**config.mk**
```make
export PLATFORM = sky130hd
export DESIGN_NAME = tlph_front
export DESIGN_NICKNAME = d
export VERILOG_FILES = /design/src/tlph_pkg.sv /design/src/tlph_front.sv
export SDC_FILE = /design/constraint.sdc
export NUM_CORES = 1
export LEC_CHECK = 0
export BUFFER_PORTS_ARGS = -buffer_cell sky130_fd_sc_hd__buf_4
export CORE_ASPECT_RATIO = 1.1
export CORE_MARGIN = 10
export CORE_UTILIZATION = 30
export CTS_CLUSTER_DIAMETER = 120
export DETAILED_ROUTE_END_ITERATION = 10
export PLACE_DENSITY = 0.54
export SYNTH_ARGS = -nofsm -noshare
export SYNTH_HDL_FRONTEND = slang
export SYNTH_SLANG_ARGS = --single-unit
export TNS_END_PERCENT = 100
```
**constraint.sdc**
```tcl
create_clock -name clock -period 9.1 [get_ports clock]
set_clock_uncertainty 0.2 [all_clocks]
set_input_delay 2.73 -clock clock [delete_from_list [all_inputs] [get_ports clock]]
set_output_delay 2.73 -clock clock [all_outputs]
set_load 0.005 [all_outputs]
```
**src/tlph_pkg.sv**
```systemverilog
// ----------------------------------------------------------------------------
// Tagged linear probe hash map: shared package
// Operation codes, status codes and slot tag markers used by all modules.
// ----------------------------------------------------------------------------
`default_nettype none

package tlph_pkg;

   localparam int TAG_W = 8;

   typedef logic [1:0] op_type;
   localparam op_type OP_LOOKUP = 2'd0;
   localparam op_type OP_INSERT = 2'd1;
   localparam op_type OP_DELETE = 2'd2;
   localparam op_type OP_SPARE  = 2'd3;

   typedef logic [1:0] status_type;
   localparam status_type ST_OK   = 2'd0;
   localparam status_type ST_MISS = 2'd1;
   localparam status_type ST_FULL = 2'd2;

   typedef logic [TAG_W-1:0] tag_type;
   localparam tag_type TAG_EMPTY = 8'h80;
   localparam tag_type TAG_DEAD  = 8'hFE;
   localparam tag_type TAG_MASK  = 8'h7F;

endpackage

`default_nettype wire

```
**src/tlph_front.sv**
```systemverilog
// ----------------------------------------------------------------------------
// Tagged linear probe hash map: request front end
// Accepts request beats, classifies the command and holds them in a
// two-entry queue for the engine.
// ----------------------------------------------------------------------------
`default_nettype none

module tlph_front #(
   parameter int KEY_BITS   = 32,
   parameter int VALUE_BITS = 32
) (
   input  wire logic                  clock,
   input  wire logic                  reset,
   input  wire logic                  start,
   output logic                       busy,
   input  wire logic [1:0]            req_command,
   input  wire logic [KEY_BITS-1:0]   req_key,
   input  wire logic [31:0]           req_key_hash,
   input  wire logic [VALUE_BITS-1:0] req_value,
   output logic                       q_valid,
   input  wire logic                  q_pop,
   output tlph_pkg::op_type           q_op,
   output logic [KEY_BITS-1:0]        q_key,
   output logic [31:0]                q_hash,
   output logic [VALUE_BITS-1:0]      q_value
);
   import tlph_pkg::*;

   op_type                op_ff    [2];
   logic [KEY_BITS-1:0]   key_ff   [2];
   logic [31:0]           hash_ff  [2];
   logic [VALUE_BITS-1:0] value_ff [2];
   logic                  wr_ptr_ff, wr_ptr_in;
   logic                  rd_ptr_ff, rd_ptr_in;
   logic [1:0]            count_ff, count_in;
   logic                  push;
   op_type                op_class;

   always_comb begin
      case (req_command)
         OP_INSERT: op_class = OP_INSERT;
         OP_DELETE: op_class = OP_DELETE;
         default:   op_class = OP_LOOKUP;
      endcase
   end

   assign busy    = (count_ff == 2'd2);
   assign push    = start && !busy;
   assign q_valid = (count_ff != 2'd0);
   assign q_op    = op_ff[rd_ptr_ff];
   assign q_key   = key_ff[rd_ptr_ff];
   assign q_hash  = hash_ff[rd_ptr_ff];
   assign q_value = value_ff[rd_ptr_ff];

   always_comb begin
      wr_ptr_in = wr_ptr_ff ^ push;
      rd_ptr_in = rd_ptr_ff ^ (q_pop && q_valid);
      count_in  = count_ff + {1'b0, push} - {1'b0, q_pop && q_valid};
   end

   always_ff @(posedge clock) begin
      if (reset) begin
         wr_ptr_ff <= 1'b0;
         rd_ptr_ff <= 1'b0;
         count_ff  <= 2'd0;
      end else begin
         wr_ptr_ff <= wr_ptr_in;
         rd_ptr_ff <= rd_ptr_in;
         count_ff  <= count_in;
      end
   end

   always_ff @(posedge clock) begin
      if (push) begin
         op_ff[wr_ptr_ff]    <= op_class;
         key_ff[wr_ptr_ff]   <= req_key;
         hash_ff[wr_ptr_ff]  <= req_key_hash;
         value_ff[wr_ptr_ff] <= req_value;
      end
   end

endmodule

`default_nettype wire

```
==> impl_metrics.toml, run 1 <==
[status]
status = "completed"

[yosys]
yosysTopAreaCell = "edfxtp_1"
postSynth.asyncResetShare_pct = 0
synth-adder-area-share_pct = 0.681
synth_top_family_by_area = "multiplexers"
synth.most_common_cell = "edfxtp_1"
synthTopCellsByArea = "edfxtp_1 (80%), mux2_2 (15%), dfxtp_1 (1.1%), buf_6 (1.1%), ha_1 (0.68%)"
post_synth_num_cell_types = 17
synth.area.mux_share_pct = 15.2
syn-cell-area_um2 = 7350
synthTopCellsByCount = "edfxtp_1 (196), mux2_2 (99), buf_6 (7), dfxtp_1 (4), ha_1 (4)"
ys_ff_latch = 200
syn_nets = 436
synth_edf_count = 196
synth_seq_area_share_pct = 81.1
syn_area_per_cell_um2 = 22.3
synth-compound-area-share_pct = 0.102
yosys_warnings = 0
synthCells = 330
synth_xor_area_share_pct = 0.306
synth-simple-area-share_pct = 0.902
synth_top_flop_cell = "edfxtp_1"
synth_top_cell_area_share_pct = 80.0

[global_route]
overflow = 0
grt_pass1_wl_um = 24200
grt_pass1_vias = 4233
grt_max_degree = 56
grt.total_usage_pct = 10.1
antenna_found_initial = 1

[flow_run]
cap_violations = 0

[place]
port_buffers = 201
dpl-instance-area_um2 = 9190
gp_congestion = 0.722
dpl.cell_count = 833
hpwl_um = 11200

[clock_network]
cts_resized = 0
clockBufferDepth = 2
htree_levels = 4
cts_sinks = 200
cts_tree = "yes"
path_clk_slew_ns = 0.08
cts_hold_buffers = 0
insertion_delay_ns = 0.42
cts_buffers = 17
cts-root-buf = "clkbuf_16"
post-cts-setup-buffer-count = 0

[finish]
finalNonFillerCells = 865
finalInstanceArea_um2 = 9780
nFillCells = 2233
diodes = 0
area_delta_synth_final_pct = 32.9
final_util_pct = 40.2
layout-drive-gt1-share_pct = 61.1
final_nets = 648

[critical_path]
cp-start-kind = "flip-flop"
max_stage_delay_ns = 0.76
cp_slowest_cell = "dfxtp_4"
end_kind = "output port"
endpoint = "q_value[3]"
crit_required_ns = 6.17
setup.worst_path.start = "rd_ptr_ff"
path_common_cell = "buf_4"
r2r_start = "count_ff[0]"
r2r.worst_path.cells = 4
cp_num_cells = 3
path_max_fanout = 55
cp.arrival_ns = 2.52
crit_type = "flip-flop to output port"
rr_endpoint = "key_ff[1][12]"
rrSetupSlack_ns = 6.35
critical_path_buf_inv_count = 2
cpLargestDelayFamily = "buffers and inverters"
path_cells = "buf_4, mux2_2, buf_4"

[route]
drtPass1Iterations = 4
wirelength_um = 16100
via_count = 3700
route.detailed.drc = 0
wl_per_cell_um = 18.6
drt_iter0_markers = 92
ant_nets = 0
vias_per_cell = 4.28

[timing]
rsz0062_at_grt = "no"
slew_violations = 0
layout_worst_path_cycle_share_pct = 59.9
setup_tns_ns = 0
slew_headroom_pct = 49.9
max_freq_mhz = 183
finalSetupViolations = 0
period_needed_ns = 5.45
worstMarginPinSlew_ns = 0.751
finalHoldViolCount = 0
hold_ws_ns = 0.443

[min_path]
min_from = "wr_ptr_ff"
hold_class = "flip-flop to flip-flop"

[floorplanning]
start_util_pct = 30.2
ios = 202
row_count = 60
die_h_um = 184
core_um2 = 24300
die_w_um = 169
die_area_um2 = 31200

[power]
pwr_density_cell_nw_per_um2 = 262
leakagePower_uw = 0.00359
ir_drop_v = 0.000122
[where the power goes]
group / switching, µW / total (µW) / leakage [µW] / internal (µW)
Sequential: 51.4 / 1220 / 0.00187 / 1170
Clock: 355 / 747 / 0.000290 / 392
Combinational: 256 / 591 / 0.00144 / 335
[per-stage QoR]
step / total power, µW / worst slack [ns]
after global placement: 1840 / 4.04
after CTS: 2610 / 3.54
after detailed placement: 1860 / 4.01
final: 2560 / 3.65
after global routing: 2700 / 3.46
after floorplan: 1540 / 3.25
[registers in the layout, indices dropped and copies added (netlist names)]
register   cells
hash_ff       64
key_ff        64
value_ff      64
op_ff          4
count_ff       2
rd_ptr_ff      1
wr_ptr_ff      1
[cell usage in the layout, fill, tap and decap left out, types with 2 or more instances in the layout]
master       n
ha_4         2
nor2_1       3
mux2_2      99
inv_8        2
clkinv_4     3
clkinv_8     2
inv_6        5
edfxtp_1   196
dfxtp_1      3
inv_1        3
ha_1         2
nor2b_1      3
buf_4      204
clkbuf_16   17
[cell type report]
class	count	area, µm²	share of cell area (%)
inverters	3	11.3	0.115
clock buffers	18	429	4.39
well taps	310	388	3.97
clock inverters	14	160	1.64
multi-input cells	116	1290	13.2
repair buffers	204	1530	15.7
flip-flops and latches	200	5970	61.1
[per-layer routing]
layer	routed length, µm	GRT usage, %
met1	6310	11.1
met2	8510	17.7
met3	1180	4.35
met4	121	2.28
met5	7	0
[worst register-to-register path, delay by kind of cell, from the launching register on]
family,cells,cell delay (ns)
adder cells (fa/ha/maj),1,0.63
buffers and inverters,1,0.69
flip-flops,1,0.38
AND/OR/NAND/NOR,2,0.41
[cell families (layout without fill, tap and decap cells)]
kind of cell / after synthesis / after routing
AO/OA/AOI/OAI: 1 / 1
XOR/XNOR: 1 / 1
adder cells (fa/ha/maj): 4 / 4
buffers and inverters: 14 / 239
flip-flops: 200 / 200
multiplexers: 99 / 99
AND/OR/NAND/NOR: 11 / 11
[how the worst min path moves through the flow]
stage / slack, ns / cells past startpoint / to
floorplan: 0.33 / 3 / wr_ptr_ff
global placement: 0.41 / 2 / count_ff[0]
detailed placement: 0.44 / 3 / wr_ptr_ff
CTS: 0.45 / 3 / wr_ptr_ff
global route: 0.49 / 3 / wr_ptr_ff
finish: 0.44 / 3 / wr_ptr_ff
No activity file was read; power rests on OpenSTA's default activity.
==> inputs of run 2 (changes only) <==
==> constraint.sdc (replaced) <==
create_clock -name clock -period 5.61 [get_ports clock]
set_clock_uncertainty 0.2 [all_clocks]
set_input_delay 1.683 -clock clock [delete_from_list [all_inputs] [get_ports clock]]
set_output_delay 1.683 -clock clock [all_outputs]
set_load 0.005 [all_outputs]
==> impl_metrics.toml, run 2 (synthesis gave the netlist of run 1 again) <==
[critical_path]
r2r_start = "count_ff[0]"
rrSetupSlack_ns = 3.24
path_max_fanout = 37
crit_type = "flip-flop to output port"
cp-start-kind = "flip-flop"
cp.arrival_ns = 2.13
r2r.worst_path.cells = 4
crit_required_ns = 3.73
rr_endpoint = "value_ff[0][11]"
end_kind = "output port"

[floorplanning]
core_um2 = 24300
start_util_pct = 30.2
die_h_um = 184
die_w_um = 169
die_area_um2 = 31200
ios = 202
row_count = 60

[clock_network]
cts_tree = "yes"
clockBufferDepth = 2
insertion_delay_ns = 0.41
cts_resized = 0
htree_levels = 4
post-cts-setup-buffer-count = 0
cts-root-buf = "clkbuf_16"
path_clk_slew_ns = 0.07
cts_hold_buffers = 0
cts_sinks = 200
cts_buffers = 17

[global_route]
overflow = 0
grt.total_usage_pct = 9.97
grt_pass1_wl_um = 23900
grt_max_degree = 99
grt_pass1_vias = 4191
antenna_found_initial = 1

[timing]
layout_worst_path_cycle_share_pct = 71.5
rsz0062_at_grt = "no"
worstMarginPinSlew_ns = 0.763
finalSetupViolations = 0
max_freq_mhz = 249
slew_violations = 0
setup_tns_ns = 0
finalHoldViolCount = 0
slew_headroom_pct = 49.1
period_needed_ns = 4.01

[place]
port_buffers = 201
gp_congestion = 0.708
hpwl_um = 11000
dpl.cell_count = 834

[route]
route.detailed.drc = 0
drt_iter0_markers = 141
ant_nets = 0
wl_per_cell_um = 18.4
wirelength_um = 16000
vias_per_cell = 4.27
drtPass1Iterations = 4
via_count = 3695

[power]
total_power_uw = 4080
ir_drop_v = 0.000184
pwr_density_cell_nw_per_um2 = 417
leakagePower_uw = 0.00358

[finish]
area_delta_synth_final_pct = 32.8
final_nets = 649
finalNonFillerCells = 866
layout_commonest_cell = "buf_4"
diodes = 0
layout-drive-gt1-share_pct = 61.0
nFillCells = 2258
multiInputGateArea_um2 = 1290
final_cell_mix = "buf_4 (203), edfxtp_1 (196), mux2_2 (99), clkbuf_16 (17)"
reg_top3 = "hash_ff (64), key_ff (64), value_ff (64)"
regArea_um2 = 5970

[min_path]
hold_class = "flip-flop to flip-flop"
min_path_cells = 3
min_from = "wr_ptr_ff"
whs_endpoint = "wr_ptr_ff"

[status]
status = "completed"

[flow_run]
cap_violations = 0
[run 2: report_power, final]
group,switching (µW),total [µW],internal [µW]
sequential,67.4,1960,1890
clock,561,1140,579
combinational,425,975,550
total,1050,4080,3020
[run 2: critical path, stage by stage (launching register included)]
cell and delay (ns):
dfxtp_4 0.60, buf_4 0.50, mux2_2 0.42, buf_4 0.14
[run 2: worst max-delay path by stage]
stage / endpoint / startpoint
after floorplan: hash_ff[1][0] / start
after global placement: q_value[5] / rd_ptr_ff
after detailed placement: q_value[1] / rd_ptr_ff
after CTS: q_value[1] / rd_ptr_ff
after global routing: q_value[1] / rd_ptr_ff
final: q_value[1] / rd_ptr_ff
[run 2: final cells by class]
cell class	instances	area share (%)
Clock buffer	17	4.36
Clock inverter	15	1.24
Inverter	3	0.115
Multi-Input combinational cell	116	13.2
Sequential cell	200	61.1
Tap cell	310	3.97
Timing Repair Buffer	205	16.0
[run 2: routing by layer]
| metal | GRT usage [%] | share of wire [%] | vias to the layer above |
|---|---|---|---|
| met2 | 16.7 | 52 | 120 |
| met1 | 11.0 | 39 | 1841 |
| met3 | 4.62 | 8.5 | 11 |
| li1 | - | - | 1721 |
| met5 | 0 | 0.081 | - |
| met4 | 3.25 | 1.2 | 2 |
[run 2: per-stage QoR]
step,worst slack [ns],cell area (µm²),hold WS (ns),util (%)
after floorplan,0.803,7350,0.332,-
after global placement,1.98,9220,0.409,37.9
after detailed placement,1.97,9220,0.425,37.9
after CTS,1.52,9770,0.435,40.1
after global routing,1.45,9770,0.457,40.1
final,1.60,9770,0.431,40.1
==> inputs of run 3 (changes only) <==
==> constraint.sdc (replaced) <==
create_clock -name clock -period 4.03 [get_ports clock]
set_clock_uncertainty 0.2 [all_clocks]
set_input_delay 1.209 -clock clock [delete_from_list [all_inputs] [get_ports clock]]
set_output_delay 1.209 -clock clock [all_outputs]
set_load 0.005 [all_outputs]
==> impl_metrics.toml, run 3 (synthesis gave the netlist of run 1 again) <==
[status]
status = "completed"

[floorplanning]
ios = 202
die_w_um = 169
die_h_um = 184
die_area_um2 = 31200
row_count = 60
core_um2 = 24300
start_util_pct = 30.2

[route]
vias_per_cell = 4.29
wirelength_um = 16100
route.detailed.drc = 0
met1Wirelength_um = 6420
drt_iter0_markers = 97
top_layer = "met5"
met2WireLength_um = 8310
via_count = 3723
wl_per_cell_um = 18.5
wl_met3_um = 1170
drtPass1Iterations = 4
ant_nets = 0

[clock_network]
insertion_delay_ns = 0.42
htree_levels = 4
cts_hold_buffers = 0
path_clk_slew_ns = 0.07
cts_buffers = 17
clockBufferDepth = 2
cts-root-buf = "clkbuf_16"
post-cts-setup-buffer-count = 0
cts_sinks = 200
cts_tree = "yes"
cts_resized = 0

[critical_path]
end_kind = "output port"
path_max_fanout = 41
r2r.worst_path.cells = 4
cp.arrival_ns = 2.09
setup.worst_path.start = "rd_ptr_ff"
crit_type = "flip-flop to output port"
cp_slowest_cell = "dfxtp_4"
path_common_cell = "buf_4"
crit_required_ns = 2.62
cp-start-kind = "flip-flop"
path_cells = "buf_4, mux2_2, buf_4"
max_stage_delay_ns = 0.74
r2r_start = "count_ff[0]"

[flow_run]
cap_violations = 0

[place]
hpwl_um = 11300
dpl-instance-area_um2 = 9250
port_buffers = 201
gp_congestion = 0.779
dpl.cell_count = 836

[min_path]
hold_class = "flip-flop to flip-flop"
min_path_cells = 3
min_from = "wr_ptr_ff"

[timing]
slew_headroom_pct = 60.0
worstMarginPinSlew_ns = 0.601
slew_violations = 0
rsz0062_at_grt = "no"
hold_ws_ns = 0.434
layout_worst_path_cycle_share_pct = 86.8
finalHoldViolCount = 0
period_needed_ns = 3.50
finalSetupViolations = 0
max_freq_mhz = 286

[global_route]
antenna_found_initial = 1
grt_max_degree = 46
grt_pass1_wl_um = 24400
grt.total_usage_pct = 10.2
grt_pass1_vias = 4231
overflow = 0

[finish]
area_delta_synth_final_pct = 33.7
finalInstanceArea_um2 = 9830
final_nets = 651
finalNonFillerCells = 868
layout-drive-gt1-share_pct = 61.5
reg_top3 = "hash_ff (64), key_ff (64), value_ff (64)"
diodes = 0
final_cell_mix = "buf_4 (204), edfxtp_1 (196), mux2_2 (99), clkbuf_16 (17)"
layout_commonest_cell = "buf_4"
nFillCells = 2255

[power]
leakagePower_uw = 0.00362
pwr-share-seq_pct = 47.4
ir_drop_v = 0.000261
p_comb_share_pct = 23.5
total_power_uw = 5800
p_clk_share_pct = 29.1
p_switching_uw = 1500
cell_internal_pwr_uw = 4300
pwr_density_cell_nw_per_um2 = 590
swShare_pct = 25.8
## run 3: changes by cell type in the layout (fill, tap and decap cells not counted)
cell and change:
clkinvlp_4 -3, clkinv_1 -2, inv_6 +2, buf_12 +1, buf_4 +1, bufinv_16 +1, clkinv_4 +1, inv_8 +1
## run 3: power groups by stage
| stage | logic, µW | clock network, µW | registers, µW |
|---|---|---|---|
| finish | 1360 | 1690 | 2750 |
| global route | 1490 | 1840 | 2780 |
| CTS | 1420 | 1750 | 2750 |
| detailed placement | 1410 | 0 | 2800 |
| global placement | 1400 | 0 | 2790 |
| floorplan | 725 | 0 | 2750 |
## run 3: path summary, 6_finish.rpt
check             endpoint  slack (ns)
max            q_value[20]        0.53
min              wr_ptr_ff        0.43
max reg2reg  key_ff[1][15]        1.79
min reg2reg      wr_ptr_ff        0.43
## run 3: area by class of cell
type,instances,area (µm²),share of cell area (%)
Inverter,3,11.3,0.115
Clock inverter,15,159,1.62
Clock buffer,17,425,4.33
Multi-Input combinational cell,116,1290,13.1
Timing Repair Buffer,207,1590,16.2
Sequential cell,200,5970,60.7
Tap cell,310,388,3.95
## run 3: per-stage QoR
stage / setup WS [ns] / TNS [ns] / utilization [%]
3_5_place_dp: 0.935 / 0 / 38.0
5_1_grt: 0.374 / 0 / 40.4
3_3_place_gp: 0.982 / 0 / 38.0
6_report: 0.531 / 0 / 40.4
2_1_floorplan: -0.303 / -59.37 / -
4_1_cts: 0.450 / 0 / 40.4
## run 3: worst max-delay path: cells and delay by family (launching register included)
family	cells	cell delay (ns)
buf+inv	2	0.53
mux	1	0.38
flops	1	0.74
## run 3: per-layer routing
layer	track usage [%]	vias up
met5	0	-
met1	11.5	1857
li1	-	1730
met4	3.07	2
met3	4.26	17
met2	17.3	117
